**config.mk**
```make
export PLATFORM = sky130hd
export DESIGN_NAME = vector_length_isqrt_flat
export DESIGN_NICKNAME = d
export VERILOG_FILES = /design/src/hw/rtl/vli_pkg.sv /design/src/hw/rtl/vli_if.sv /design/src/hw/rtl/vli_div.sv /design/src/hw/rtl/vli_dp.sv /design/src/hw/rtl/vli_seq.sv /design/src/hw/rtl/vector_length_isqrt.sv /design/src/flat_wrapper.sv
export SDC_FILE = /design/constraint.sdc
export NUM_CORES = 1
export LEC_CHECK = 0
export BUFFER_PORTS_ARGS = -buffer_cell sky130_fd_sc_hd__buf_2
export CORE_UTILIZATION = 41
export CTS_BUF_LIST = sky130_fd_sc_hd__clkbuf_4
export DETAILED_ROUTE_END_ITERATION = 7
export PLACE_DENSITY = 0.67
export SYNTH_ARGS = -nofsm -noshare
export SYNTH_HDL_FRONTEND = slang
export SYNTH_SLANG_ARGS = --single-unit
```
**constraint.sdc**
```tcl
create_clock -name clk_i -period 12.2 [get_ports clk_i]
set_input_delay 0.61 -clock clk_i [delete_from_list [all_inputs] [get_ports clk_i]]
set_output_delay 0.61 -clock clk_i [all_outputs]
set_load 0.05 [all_outputs]
```
**src/hw/rtl/vli_pkg.sv**
```systemverilog
// Shared types, constants and the microcode program of the vector length unit.
// No dependencies; every other file of the block refers to it by scoped names.
package vli_pkg;

  localparam int CoordWidth = 15;
  localparam int SumWidth   = 2 * CoordWidth;
  localparam int MagWidth   = 15;
  localparam int CntWidth   = $clog2(SumWidth);
  localparam int StepWidth  = 4;

  localparam logic [MagWidth-1:0] MagMax = MagWidth'(23171);

  // Seed selection masks and seeds for the Newton iteration
  localparam logic [31:0] MaskHi16 = 32'hFFFF_0000;
  localparam logic [31:0] MaskHi8  = 32'hFF00_0000;
  localparam logic [31:0] MaskMid8 = 32'h0000_FF00;
  localparam logic [31:0] SeedTop  = 32'h0000_3FFF;
  localparam logic [31:0] SeedHigh = 32'h0000_03FF;
  localparam logic [31:0] SeedMid  = 32'h0000_003F;
  localparam logic [31:0] SeedLow  = 32'h0000_0007;
  localparam logic [31:0] SeedEdge = 32'd4;

  typedef logic [StepWidth-1:0] step_t;

  localparam step_t StepLoad    = 4'd0;
  localparam step_t StepAxis    = 4'd1;
  localparam step_t StepSum     = 4'd2;
  localparam step_t StepInit    = 4'd3;
  localparam step_t StepDivG    = 4'd4;
  localparam step_t StepWaitG   = 4'd5;
  localparam step_t StepUpdate  = 4'd6;
  localparam step_t StepDivR    = 4'd7;
  localparam step_t StepWaitR   = 4'd8;
  localparam step_t StepFix     = 4'd9;
  localparam step_t StepWaitOut = 4'd10;
  localparam step_t StepEmit    = 4'd11;

  typedef enum logic [3:0] {
    OpNop,
    OpLoad,
    OpAxis,
    OpSum,
    OpInit,
    OpDivGuess,
    OpDivRes,
    OpUpdate,
    OpFix,
    OpEmit
  } op_e;

  typedef enum logic [2:0] {
    CondNone,
    CondAlways,
    CondNoInput,
    CondAxis,
    CondDivBusy,
    CondShrink,
    CondOutFull
  } cond_e;

  typedef struct packed {
    op_e   op;
    cond_e cond;
    step_t target;
  } ctl_t;

  typedef struct packed {
    logic axis;
    logic div_busy;
    logic shrink;
    logic out_full;
  } status_t;

  // Microcode: take the jump when the condition holds, else advance by one
  function automatic ctl_t ucode(input step_t pc);
    ctl_t w;
    case (pc)
      StepLoad:    w = '{op: OpLoad,     cond: CondNoInput, target: StepLoad};
      StepAxis:    w = '{op: OpAxis,     cond: CondAxis,    target: StepWaitOut};
      StepSum:     w = '{op: OpSum,      cond: CondNone,    target: StepLoad};
      StepInit:    w = '{op: OpInit,     cond: CondNone,    target: StepLoad};
      StepDivG:    w = '{op: OpDivGuess, cond: CondNone,    target: StepLoad};
      StepWaitG:   w = '{op: OpNop,      cond: CondDivBusy, target: StepWaitG};
      StepUpdate:  w = '{op: OpUpdate,   cond: CondShrink,  target: StepDivG};
      StepDivR:    w = '{op: OpDivRes,   cond: CondNone,    target: StepLoad};
      StepWaitR:   w = '{op: OpNop,      cond: CondDivBusy, target: StepWaitR};
      StepFix:     w = '{op: OpFix,      cond: CondNone,    target: StepLoad};
      StepWaitOut: w = '{op: OpNop,      cond: CondOutFull, target: StepWaitOut};
      StepEmit:    w = '{op: OpEmit,     cond: CondAlways,  target: StepLoad};
      default:     w = '{op: OpNop,      cond: CondAlways,  target: StepLoad};
    endcase
    return w;
  endfunction

endpackage

```
**src/hw/rtl/vli_if.sv**
```systemverilog
// Valid/ready channel interfaces for the vector length unit.
// Depends on vli_pkg for the payload widths.
interface vli_in_if;
  logic                                   valid;
  logic                                   ready;
  logic signed [vli_pkg::CoordWidth-1:0]  vec_x;
  logic signed [vli_pkg::CoordWidth-1:0]  vec_y;

  modport source (output valid, output vec_x, output vec_y, input ready);
  modport sink   (input valid, input vec_x, input vec_y, output ready);
endinterface

interface vli_out_if;
  logic                          valid;
  logic                          ready;
  logic [vli_pkg::MagWidth-1:0]  magnitude;

  modport source (output valid, output magnitude, input ready);
  modport sink   (input valid, input magnitude, output ready);
endinterface

```
**src/hw/rtl/vli_div.sv**
```systemverilog
// Restoring divider, one quotient bit per cycle, SumWidth quotient bits per division.
// Depends on vli_pkg.
module vli_div (
  input  logic                         clk_i,
  input  logic                         rst_ni,
  input  logic                         start_i,
  input  logic [vli_pkg::SumWidth-1:0] dividend_i,
  input  logic [vli_pkg::SumWidth-1:0] divisor_i,
  output logic                         busy_o,
  output logic [vli_pkg::SumWidth-1:0] quot_o,
  output logic [vli_pkg::SumWidth-1:0] rem_o
);
  localparam int SW = vli_pkg::SumWidth;

  logic                          busy_q, busy_d;
  logic [vli_pkg::CntWidth-1:0]  cnt_q, cnt_d;
  logic [SW-1:0]                 quot_q, quot_d;
  logic [SW-1:0]                 rem_q, rem_d;
  logic [SW-1:0]                 dvs_q, dvs_d;
  logic [SW:0]                   shifted;
  logic [SW:0]                   diff;
  logic                          fits;

  assign shifted = {rem_q, quot_q[SW-1]};
  assign fits    = shifted >= {1'b0, dvs_q};
  assign diff    = shifted - {1'b0, dvs_q};

  always_comb begin
    busy_d = busy_q;
    cnt_d  = cnt_q;
    quot_d = quot_q;
    rem_d  = rem_q;
    dvs_d  = dvs_q;
    if (start_i) begin
      busy_d = 1'b1;
      cnt_d  = vli_pkg::CntWidth'(SW - 1);
      quot_d = dividend_i;
      rem_d  = '0;
      dvs_d  = divisor_i;
    end else if (busy_q) begin
      rem_d  = fits ? diff[SW-1:0] : shifted[SW-1:0];
      quot_d = {quot_q[SW-2:0], fits};
      if (cnt_q == '0) begin
        busy_d = 1'b0;
      end else begin
        cnt_d = cnt_q - 1'b1;
      end
    end
  end

  always_ff @(posedge clk_i or negedge rst_ni) begin
    if (!rst_ni) begin
      busy_q <= 1'b0;
      cnt_q  <= '0;
    end else begin
      busy_q <= busy_d;
      cnt_q  <= cnt_d;
    end
  end

  always_ff @(posedge clk_i) begin
    quot_q <= quot_d;
    rem_q  <= rem_d;
    dvs_q  <= dvs_d;
  end

  assign busy_o = busy_q;
  assign quot_o = quot_q;
  assign rem_o  = rem_q;

endmodule

```
**src/hw/rtl/vli_dp.sv**
```systemverilog
// Datapath of the vector length unit: operand registers, shared squarer,
// Newton update and output register. Depends on vli_pkg and vli_div.
module vli_dp (
  input  logic                                  clk_i,
  input  logic                                  rst_ni,
  input  vli_pkg::ctl_t                         ctl_i,
  input  logic signed [vli_pkg::CoordWidth-1:0] vec_x_i,
  input  logic signed [vli_pkg::CoordWidth-1:0] vec_y_i,
  input  logic                                  out_ready_i,
  output logic                                  out_valid_o,
  output logic [vli_pkg::MagWidth-1:0]          magnitude_o,
  output vli_pkg::status_t                      status_o
);
  localparam int CW = vli_pkg::CoordWidth;
  localparam int SW = vli_pkg::SumWidth;

  logic [CW-1:0] ax_q, ax_d, ay_q, ay_d;
  logic [SW-1:0] acc_q, acc_d, s_q, s_d, guess_q, guess_d, res_q, res_d;
  logic [vli_pkg::MagWidth-1:0] mag_q, mag_d;
  logic          out_valid_q, out_valid_d;

  logic [CW-1:0] abs_x, abs_y, sq_op;
  logic [SW-1:0] prod;
  logic [31:0]   s_wide;
  logic [SW-1:0] seed;
  logic [SW:0]   t_sum, new_guess;
  logic          shrink;
  logic          axis;
  logic          div_start;
  logic [SW-1:0] div_dvs, quot, rem;
  logic          div_busy;

  // Magnitude of a two's complement coordinate; the most negative value maps
  // to its positive counterpart, which still fits the unsigned width
  assign abs_x = vec_x_i[CW-1] ? CW'(~vec_x_i + 1'b1) : CW'(vec_x_i);
  assign abs_y = vec_y_i[CW-1] ? CW'(~vec_y_i + 1'b1) : CW'(vec_y_i);

  assign sq_op = (ctl_i.op == vli_pkg::OpSum) ? ay_q : ax_q;
  assign prod  = SW'(sq_op) * SW'(sq_op);
  assign axis  = (ax_q == '0) || (ay_q == '0);

  // Seed from the magnitude of the sum of squares
  assign s_wide = 32'(s_q);
  always_comb begin
    if ((s_wide & vli_pkg::MaskHi16) != '0) begin
      seed = ((s_wide & vli_pkg::MaskHi8) != '0) ? SW'(vli_pkg::SeedTop)
                                                   : SW'(vli_pkg::SeedHigh);
    end else if ((s_wide & vli_pkg::MaskMid8) != '0) begin
      seed = SW'(vli_pkg::SeedMid);
    end else begin
      seed = (s_wide > vli_pkg::SeedEdge) ? SW'(vli_pkg::SeedLow) : s_q;
    end
  end

  // Candidate is ceil((s / g + g) / 2)
  assign t_sum     = {1'b0, quot} + {1'b0, guess_q};
  assign new_guess = (SW + 1)'(t_sum[SW:1]) + (SW + 1)'(t_sum[0]);
  assign shrink    = {1'b0, res_q} > new_guess;

  assign div_start = (ctl_i.op == vli_pkg::OpDivGuess) || (ctl_i.op == vli_pkg::OpDivRes);
  assign div_dvs   = (ctl_i.op == vli_pkg::OpDivRes) ? res_q : guess_q;

  vli_div u_div (
    .clk_i      (clk_i),
    .rst_ni     (rst_ni),
    .start_i    (div_start),
    .dividend_i (s_q),
    .divisor_i  (div_dvs),
    .busy_o     (div_busy),
    .quot_o     (quot),
    .rem_o      (rem)
  );

  always_comb begin
    ax_d        = ax_q;
    ay_d        = ay_q;
    acc_d       = acc_q;
    s_d         = s_q;
    guess_d     = guess_q;
    res_d       = res_q;
    mag_d       = mag_q;
    out_valid_d = out_valid_q && !out_ready_i;
    case (ctl_i.op)
      vli_pkg::OpLoad: begin
        ax_d = abs_x;
        ay_d = abs_y;
      end
      vli_pkg::OpAxis: begin
        if (axis) begin
          res_d = (ay_q == '0) ? SW'(ax_q) : SW'(ay_q);
        end else begin
          acc_d = prod;
        end
      end
      vli_pkg::OpSum: begin
        s_d = acc_q + prod;
      end
      vli_pkg::OpInit: begin
        res_d   = s_q;
        guess_d = seed;
      end
      vli_pkg::OpUpdate: begin
        if (shrink) begin
          res_d   = new_guess[SW-1:0];
          guess_d = new_guess[SW-1:0];
        end
      end
      vli_pkg::OpFix: begin
        // Step down when s is exactly r * (r - 1)
        if ((quot == res_q - 1'b1) && (rem == '0)) begin
          res_d = res_q - 1'b1;
        end
      end
      vli_pkg::OpEmit: begin
        mag_d       = res_q[vli_pkg::MagWidth-1:0];
        out_valid_d = 1'b1;
      end
      default: begin
      end
    endcase
  end

  always_ff @(posedge clk_i or negedge rst_ni) begin
    if (!rst_ni) begin
      out_valid_q <= 1'b0;
    end else begin
      out_valid_q <= out_valid_d;
    end
  end

  always_ff @(posedge clk_i) begin
    ax_q    <= ax_d;
    ay_q    <= ay_d;
    acc_q   <= acc_d;
    s_q     <= s_d;
    guess_q <= guess_d;
    res_q   <= res_d;
    mag_q   <= mag_d;
  end

  assign out_valid_o       = out_valid_q;
  assign magnitude_o       = mag_q;
  assign status_o.axis     = axis;
  assign status_o.div_busy = div_busy;
  assign status_o.shrink   = shrink;
  assign status_o.out_full = out_valid_q && !out_ready_i;

endmodule

```
**src/hw/rtl/vli_seq.sv**
```systemverilog
// Microcode sequencer: step counter, program ROM lookup and conditional jumps.
// Depends on vli_pkg.
module vli_seq (
  input  logic             clk_i,
  input  logic             rst_ni,
  input  logic             in_valid_i,
  input  vli_pkg::status_t status_i,
  output vli_pkg::ctl_t    ctl_o
);
  vli_pkg::step_t pc_q, pc_d;
  vli_pkg::ctl_t  ctl;
  logic           take;

  assign ctl = vli_pkg::ucode(pc_q);

  always_comb begin
    case (ctl.cond)
      vli_pkg::CondNone:    take = 1'b0;
      vli_pkg::CondAlways:  take = 1'b1;
      vli_pkg::CondNoInput: take = !in_valid_i;
      vli_pkg::CondAxis:    take = status_i.axis;
      vli_pkg::CondDivBusy: take = status_i.div_busy;
      vli_pkg::CondShrink:  take = status_i.shrink;
      vli_pkg::CondOutFull: take = status_i.out_full;
      default:              take = 1'b1;
    endcase
  end

  assign pc_d = take ? ctl.target : pc_q + 1'b1;

  always_ff @(posedge clk_i or negedge rst_ni) begin
    if (!rst_ni) begin
      pc_q <= vli_pkg::StepLoad;
    end else begin
      pc_q <= pc_d;
    end
  end

  assign ctl_o = ctl;

  // The Newton update and the final fix read a settled quotient
  a_update_after_div: assert property (@(posedge clk_i) disable iff (!rst_ni)
    (pc_q == vli_pkg::StepUpdate || pc_q == vli_pkg::StepFix) |-> !status_i.div_busy)
    else $error("quotient used while divider busy");

  a_accept_advances: assert property (@(posedge clk_i) disable iff (!rst_ni)
    (pc_q == vli_pkg::StepLoad && in_valid_i) |=> (pc_q == vli_pkg::StepAxis))
    else $error("accepted word did not start the program");

  a_emit_slot_free: assert property (@(posedge clk_i) disable iff (!rst_ni)
    (pc_q == vli_pkg::StepEmit) |-> !status_i.out_full)
    else $error("result written over a pending word");

  a_div_started: assert property (@(posedge clk_i) disable iff (!rst_ni)
    (pc_q == vli_pkg::StepDivG || pc_q == vli_pkg::StepDivR) |=> status_i.div_busy)
    else $error("divider did not start");

endmodule

```
**src/hw/rtl/vector_length_isqrt.sv**
```systemverilog
// Integer length of a signed 2-D vector, driven by a microcoded sequencer.
// A word with either coordinate zero takes a shortcut past the Newton iterations; otherwise
// each Newton iteration runs one division on the bit-serial divider. A word is accepted
// only at the load step, so a new word waits until the previous one is through the
// program. A new word is accepted while a finished result waits.
// Reset (async, active low) returns the program to its load step and empties the output.
module vector_length_isqrt (
  input  logic      clk_i,
  input  logic      rst_ni,
  vli_in_if.sink    in_i,
  vli_out_if.source out_o
);

  vli_pkg::ctl_t    ctl;
  vli_pkg::status_t status;

  // The sequencer sits at the load step and holds there until a word arrives;
  // ready is raised only by that step's opcode
  vli_seq u_seq (
    .clk_i      (clk_i),
    .rst_ni     (rst_ni),
    .in_valid_i (in_i.valid),
    .status_i   (status),
    .ctl_o      (ctl)
  );

  // Datapath: absolute values, sum of squares through one shared squarer,
  // seed choice, Newton update around the divider, exact-product fix,
  // and the output register that parts the result from the next word
  vli_dp u_dp (
    .clk_i       (clk_i),
    .rst_ni      (rst_ni),
    .ctl_i       (ctl),
    .vec_x_i     (in_i.vec_x),
    .vec_y_i     (in_i.vec_y),
    .out_ready_i (out_o.ready),
    .out_valid_o (out_o.valid),
    .magnitude_o (out_o.magnitude),
    .status_o    (status)
  );

  assign in_i.ready = (ctl.op == vli_pkg::OpLoad);

endmodule

```
**src/flat_wrapper.sv**
```systemverilog
// flat-port wrapper written by rule: the top's interface ports become plain ports
module vector_length_isqrt_flat 
  (clk_i, rst_ni, in_i_valid, in_i_vec_x, in_i_vec_y, in_i_ready, out_o_valid, out_o_magnitude, out_o_ready);
  vli_in_if in_i_i ();
  vli_out_if out_o_i ();
  input  logic clk_i;
  input  logic rst_ni;
  input wire logic [$bits(in_i_i.valid)-1:0] in_i_valid;
  input wire logic [$bits(in_i_i.vec_x)-1:0] in_i_vec_x;
  input wire logic [$bits(in_i_i.vec_y)-1:0] in_i_vec_y;
  output wire logic [$bits(in_i_i.ready)-1:0] in_i_ready;
  output wire logic [$bits(out_o_i.valid)-1:0] out_o_valid;
  output wire logic [$bits(out_o_i.magnitude)-1:0] out_o_magnitude;
  input wire logic [$bits(out_o_i.ready)-1:0] out_o_ready;
  assign in_i_i.valid = in_i_valid;
  assign in_i_i.vec_x = in_i_vec_x;
  assign in_i_i.vec_y = in_i_vec_y;
  assign in_i_ready = in_i_i.ready;
  assign out_o_valid = out_o_i.valid;
  assign out_o_magnitude = out_o_i.magnitude;
  assign out_o_i.ready = out_o_ready;
  vector_length_isqrt u_core (.clk_i(clk_i), .rst_ni(rst_ni), .in_i(in_i_i), .out_o(out_o_i));
endmodule
```
==> results, run 1 <==
- The final critical path takes up 88.3% of the cycle.
- The post-synthesis sequential element count is 265.
- The class of the tightest hold or removal check is primary input to flip-flop.
- The warning count from the yosys run is 0.
- The most numerous cell type found on the critical path is sky130_fd_sc_hd__fa_1.
- Setup repair after global routing left no endpoint under its margin.
- Among all flip-flop cells after synthesis, the most frequent one is sky130_fd_sc_hd__edfxtp_1.
- The maximum number of buffers from clock root to sink is 3.
- The number of endpoints with negative hold slack in the final report is 0.
- For this configuration, the core starts out at a cell density of 41.9%.
- The count of input and output buffers is 50.
- The buffer type at the clock tree root is sky130_fd_sc_hd__clkbuf_4.
- The total global routing track utilization is between 20% and 30%.
- roughly 50 I/O pins were placed.
- The flow ran to the end, but the final reports show violations.
- The final net count is 2,986.
- The pin count of the biggest net entering global routing is between 70 and 80.
- The H-tree generated during clock tree synthesis spans 3 levels.
- Adding up every negative setup slack in the final design gives 0 ps.
- The routed layout has around 19,000 vias.
- Before antenna repair, the detailed router went through 8 iterations.
- The summed instance area of the synthesized netlist is 0.0238 mm2.
- In this run the biggest area consumer among cell types represents 28.3% of the synthesized area.
- The number of placement rows is 87.
- Across all hold checks on the routed design, the worst slack comes to 157 ps.
- For the pin with the worst max-slew slack, the measured transition is 1130 ps.
- The clock tree from TritonCTS is yes.
- Counting flops with an async set or reset pin after synthesis yields a share of 4.15%.
- The initial antenna violation count was 1.
- The number of clock sinks is 265.
- The die width is 243 um.
- The total nets after synthesis is 2,903.
- The cell count after placement is ~3,300.
- The register clock-pin slew on the reported worst setup and hold paths is 70 ps.
- The total global routing overflow is 0.
- STA classifies the critical path endpoint as a flip-flop.
- The placed instances occupy a cell area of 0.0249 mm2.
- The ratio of routed vias to standard cells is 5.52.
- The violation count after the first detailed-route iteration is roughly 1,200.
- The arrival time of the worst setup path is 11,280 ps.
- The count of non-filler cells in the finished layout is 3,404.
- Summed over all layers, the routed wires come to 62,300 um.
- The checks that failed: DRC.
- Of the cells placed in the final design, the portion with a size suffix greater than 1 is 9.78%.
- The number of setup violations in the final report is 0.
- Compared with the post-synthesis result, the final layout area differs by 8.66%.
- The routed design could run at a clock period as short as 10,780 ps.
- The slowest stage of the critical path belongs to the cell sky130_fd_sc_hd__mux2i_1.
- The post-synthesis area per instance is 9.48 um2.
- The largest driver fanout on the critical path is 19.
- The biggest area contributor in the post-synthesis netlist is sky130_fd_sc_hd__edfxtp_1.
- The area enclosed by the die boundary is 0.0590 mm2.
- The core region is 0.0568 mm2.
- The count of final max-slew check failures was 0.
- After synthesis, the cell types taking the most area are sky130_fd_sc_hd__edfxtp_1 (28%), sky130_fd_sc_hd__fa_1 (12%), sky130_fd_sc_hd__ha_1 (12%).
- The height of the die is ~240 um.
- The worst endpoint required time is approximately 13,000 ps.
- The wire length of the first global-routing pass is around 100,000 um.
- The worst slew margin relative to its limit is 22.2%.
- The critical path is of the flip-flop to flip-flop type.
- The post-detailed-route DRC marker count is 1.
- In the layout the commonest cells are sky130_fd_sc_hd__nand2_1 (290), sky130_fd_sc_hd__inv_1 (275), sky130_fd_sc_hd__edfxtp_1 (224).
- The number of nets still failing antenna checks after routing is 0.
- Leaving out fill and tap cells, the most frequent cell in the layout is sky130_fd_sc_hd__nand2_1.
- In this design, the stage delay of the slowest critical-path cell is 950 ps.
- The insertion delay of the later-clocked pin in the worst-skew pair is 790 ps.
- STA classifies the critical path startpoint as a flip-flop.
- For the final database, setup skew stands at 60.1 ps.
- Routability-driven placement finished with a final weighted congestion of roughly 0.94.
- Summing all non-filler instances in the final layout gives an area of 0.0258 mm2.
- The number of buffers inserted during clock tree synthesis is 76.
- Max-cap violations in this run came to 0.
- The count of flip-flops with a built-in enable after synthesis is 224.
- The per-cell routed wire length is 18.3 um.
- The via count of the first global-routing pass was about 19,000.
- Based on the critical path, the design can be clocked at up to 92.8 MHz.
- The cell count after synthesis came out at 2,509.
- The count of different cell masters after synthesis is 87.
- Summing the sequential cell areas from Yosys gives between 30% and 40% of the chip area.
- The HPWL after detailed placement is 49,000 um.
[final cells by class]
cell class / count / area, um2
diodes: 1 / 2.50
inverters: 280 / 1050
multi-input cells: 1895 / 14900
clock inverters: 25 / 110
fillers: 5439 / 31000
flip-flops and latches: 265 / 7600
well taps: 756 / 946
clock buffers: 108 / 811
repair buffers: 74 / 438
[state kept, by name, indices dropped and copies added, names as in the netlist]
| signal | cells |
|---|---|
| u_core.u_dp.u_div.quot_o | 30 |
| u_core.u_dp.acc_q | 29 |
| u_core.u_dp.guess_q | 30 |
| u_core.u_dp.ax_q | 15 |
| u_core.u_dp.u_div.cnt_q | 5 |
| u_core.u_seq.pc_q | 4 |
| u_core.u_dp.ay_q | 15 |
| u_core.u_dp.out_valid_o | 1 |
| u_core.u_dp.u_div.busy_o | 1 |
| u_core.u_dp.res_q | 30 |
| u_core.u_dp.s_q | 30 |
| u_core.u_dp.u_div.rem_o | 30 |
| u_core.u_dp.u_div.dvs_q | 30 |
| u_core.u_dp.magnitude_o | 15 |
[critical path, delay by kind of cell (launching register included)]
family	cells	cell delay (ps)
compound gates	9	1880
buf+inv	3	820
mux	1	950
xor+xnor	2	290
flops	1	540
simple gates	7	1710
fa+ha+maj	9	4280
[path summary, 6_finish.rpt]
path | start | slack (ps) | to | depth (start not counted)
worst max-delay path | u_core.u_seq.pc_q[0]$_DFF_PN0_ | 1420 | u_core.u_dp.s_q[29]$_DFFE_PN_ | 31
worst min-delay path | in_i_vec_y[3] | 160 | u_core.u_dp.ay_q[3]$_DFFE_PP_ | 2
worst max register to register | u_core.u_seq.pc_q[0]$_DFF_PN0_ | 1420 | u_core.u_dp.s_q[29]$_DFFE_PN_ | 31
worst min register to register | u_core.u_dp.u_div.rem_o[8]$_SDFFE_PN0P_ | 500 | u_core.u_dp.u_div.rem_o[9]$_SDFFE_PN0P_ | 2
max in group asynchronous | rst_ni | 11700 | u_core.u_dp.u_div.busy_o$_DFF_PN0_ | 2
min in group asynchronous | rst_ni | 270 | u_core.u_seq.pc_q[0]$_DFF_PN0_ | 2
[Yosys cell counts (all sizes together), types with 16 or more instances]
library cell  count
nor2b            26
xor2             66
nand4            29
nand2           290
a211oi           30
ha              219
a31oi            20
clkbuf           56
xnor2           142
fa              141
o21ai            85
a21o             62
dfxtp            30
edfxtp          224
inv             276
nor2            212
nor3             47
nand3            34
mux2             41
and3             19
o221ai           16
a21oi           157
or3              22
mux2i            28
nor4             31
[metrics by stage]
stage / setup WS, ps / utilization, %
2_1_floorplan: 1780 / -
3_3_place_gp: 1810 / 43.8
3_5_place_dp: 1500 / 43.8
4_1_cts: 1480 / 45.5
5_1_grt: 815 / 45.5
6_report: 1420 / 45.5
[cells by family after synthesis]
kind of cell | Yosys count | share of synthesized area (%)
adders and majority gates | 360 | 23.4
xor gates and xnor gates | 208 | 7.66
muxes | 69 | 3.12
AOI/OAI and AO/OA | 489 | 13.4
buffers and inverters | 349 | 5.57
DFF | 265 | 32.0
and+or+nand+nor | 769 | 14.9
[per-layer routing]
| layer | share of wire, % | global-route usage (%) | vias to the layer above |
|---|---|---|---|
| li1 | - | - | 9022 |
| met1 | 42 | 26.3 | 9021 |
| met2 | 49 | 37.2 | 623 |
| met3 | 5.5 | 2.85 | 140 |
| met4 | 3.7 | 9.38 | 0 |
| met5 | 0 | 0 | - |
[repair_timing]
item / in CTS / in global routing
endpoints found under the hold margin: 13 / 0
hold buffers: 3 / 0
buffers inserted: 0 / 0
gates resized for setup: 0 / 0
Power of run 1 is not shown: default switching activity piles up to over one toggle a cycle in this logic, so the estimate is an artifact.
==> run 2, diff against run 1 <==
--- a/config.mk
+++ b/config.mk
@@ -6,6 +6,7 @@
 export NUM_CORES = 1
 export LEC_CHECK = 0
 export BUFFER_PORTS_ARGS = -buffer_cell sky130_fd_sc_hd__buf_2
+export CORE_ASPECT_RATIO = 1.75
 export CORE_UTILIZATION = 41
 export CTS_BUF_LIST = sky130_fd_sc_hd__clkbuf_4
 export DETAILED_ROUTE_END_ITERATION = 7
==> results, run 2 (synthesized netlist as in run 1, its figures left out) <==
- The run finished with clean final reports.
- For this design, the slowest cell found on the critical path is sky130_fd_sc_hd__mux2i_1.
- The post-route core utilization was 45.0% (-0.50 points).
- The pin count of the biggest net entering global routing is 77 (unchanged).
- The count of input and output buffers came to 50 (unchanged).
- The worst hold path belongs to the class primary input to flip-flop.
- The tree is rooted in a sky130_fd_sc_hd__clkbuf_4.
- The detailed-route via count came to 18,900 (+0.59%).
- The post-detailed-route DRC marker count is 0 (-1).
- The number of setup violations in the final report is 0 (unchanged).
- The maximum frequency from static timing analysis is 93.2 MHz (+0.44%).
- The wire length of the first global-routing pass was 105,000 um (+3.8%).
- The fraction of layout instances using a drive strength above 1 came to 9.59% (-0.19 points).
- The count of final max-slew check failures is 0 (unchanged).
- The worst slew margin relative to its limit is 15.8% (-6.5 points).
- STA classifies the critical path endpoint as a flip-flop.
- Setup repair after global routing left no endpoint under its margin.
- The violation count after the first detailed-route iteration is 932 (-22%).
- The number of buffers inserted during clock tree synthesis is 69 (-9.2%).
- The length of the first detailed-routing pass in iterations was 5 (-3).
- The most repeated library cell on the critical path is sky130_fd_sc_hd__fa_1.
- The number of nets still failing antenna checks after routing is 0 (unchanged).
- The arrival time of the worst setup path was 11,210 ps (-70 ps).
- The cell count after placement is 3,282 (+0.46%).
- The total global routing overflow is 0 (unchanged).
- The post-route minimum period is 10,730 ps (-47.0 ps).
- The number of placement rows is 116 (+33%).
- The overall routed net length is 66,400 um (+6.6%).
- The ratio of routed vias to standard cells is 5.56 (+0.56%).
- The final cycle utilization of the critical path is 88.0% (-0.39 points).
- The number of top-level pins is 51 (unchanged).
- The worst setup path is launched from a flip-flop.
- The count of non-filler cells in the finished layout is 3,405 (+0.029%).
- The setup TNS was 0 ps (unchanged).
- The via count of the first global-routing pass came to 20,300 (+5.1%).
- The maximum single-stage delay on the critical path is 950 ps (about the same).
- The area added between synthesis and finish is 8.43%.
- The level count of the clock H-tree came to 3 (unchanged).
- The reported max-cap violation count is 0 (unchanged).
- The largest driver fanout on the critical path is 41 (+22).
- The worst setup path is of the flip-flop to flip-flop kind.
- The worst endpoint required time is 12,680 ps (-20 ps).
- The total global routing track utilization is 23.0% (+1.7 points).
- The area enclosed by the die boundary is 0.0590 mm2 (about the same).
- The HPWL after detailed placement came to 53,000 um (+8.0%).
- The global placer's final weighted congestion is 0.996 (+6.6%).
- TritonCTS built the clock tree.
- The initial antenna violation count was 1 (unchanged).
- The maximum number of buffers from clock root to sink was 3 (unchanged).
- The register clock-pin slew on the reported worst setup and hold paths is 70 ps (about the same).
- The final net count is 2,983 (-0.10%).
- The effective utilization at floorplan is 41.5% (-0.37 points).
- The height of the die is 321 um (+32%).
- In the layout the commonest cells are sky130_fd_sc_hd__nand2_1 (290), sky130_fd_sc_hd__inv_1 (275), sky130_fd_sc_hd__edfxtp_1 (224).
- The slew at the pin closest to its max-slew limit is 1250 ps (+119 ps).
- The area of the placeable core is 0.0573 mm2 (+0.89%).
- The insertion delay of the later-clocked pin in the worst-skew pair was 800 ps (about the same).
- The most common cell after layout, fill and taps aside is sky130_fd_sc_hd__nand2_1.
- The die width was 184 um (-24%).
- The number of endpoints with negative hold slack in the final report is 0 (unchanged).
- The number of clock sinks is 265 (unchanged).
- The maximum clock skew at final layout is 73.4 ps (+13.2 ps).
- The final-layout worst hold slack came to 137 ps (-20.3 ps).
- The number of instances resized during post-cts repair is 0 (unchanged).
- The per-cell routed wire length is 19.5 um (+6.6%).
-- run 2: changes by cell type in the layout (fill, tap and decap cells not counted), sizes merged --
cell / delta
buf: +4
clkbuf: -13
clkinv: -1
-- run 2: metrics by stage --
stage	area, um2	worst slack [ps]
final	25800	1470
after global routing	25800	669
after CTS	25800	1540
after floorplan	23800	1780
after global placement	24900	2050
after detailed placement	24900	1630
-- run 2: final timing paths --
path	start	to	slack (ps)	depth (start not counted)
hold reg to reg	u_core.u_dp.u_div.rem_o[29]$_SDFFE_PN0P_	u_core.u_dp.u_div.rem_o[29]$_SDFFE_PN0P_	510	2
min in group asynchronous	rst_ni	u_core.u_seq.pc_q[3]$_DFF_PN0_	220	2
setup / recovery	u_core.u_seq.pc_q[0]$_DFF_PN0_	u_core.u_dp.s_q[29]$_DFFE_PN_	1470	36
hold / removal	in_i_vec_x[3]	u_core.u_dp.ax_q[3]$_DFFE_PP_	140	2
setup reg to reg	u_core.u_seq.pc_q[0]$_DFF_PN0_	u_core.u_dp.s_q[29]$_DFFE_PN_	1470	36
max in group asynchronous	rst_ni	u_core.u_dp.u_div.cnt_q[4]$_DFFE_PN0P_	11720	2
-- run 2: metal layers --
| layer | routed length, um | global-route usage (%) | share of wire [%] | vias up |
|---|---|---|---|---|
| met5 | 0 | 0 | 0 | - |
| met1 | 22600 | 21.4 | 34 | 9202 |
| met2 | 36300 | 44.6 | 55 | 511 |
| met3 | 2160 | 2.59 | 3.2 | 230 |
| li1 | - | - | - | 8974 |
| met4 | 5360 | 18.1 | 8.1 | 0 |
-- run 2: area by class of cell --
class                           count  area, um2
Timing Repair Buffer               78        468
Tap cell                          767        960
Fill cell                        5489      31500
Clock buffer                       95        713
Multi-Input combinational cell   1895      14900
Antenna cell                        1       2.50
Inverter                          280       1050
Clock inverter                     24        110
Sequential cell                   265       7600
-- run 2: what timing repair did --
item / CTS / global route
endpoints found under the hold margin: 13 / 0
buffers inserted: 0 / 0
endpoints found under the setup margin: 0 / 0
hold buffers: 3 / 0
-- run 2: critical path, delay by kind of cell (launching register included) --
kind	cells	cell delay [ps]
adder cells (fa/ha/maj)	9	4160
flip-flops	1	530
AND/OR/NAND/NOR	9	1320
AO/OA/AOI/OAI	9	2060
multiplexers	1	950
buffers and inverters	6	1160
XOR/XNOR	2	240
Power of run 2 is left out for the same reason.
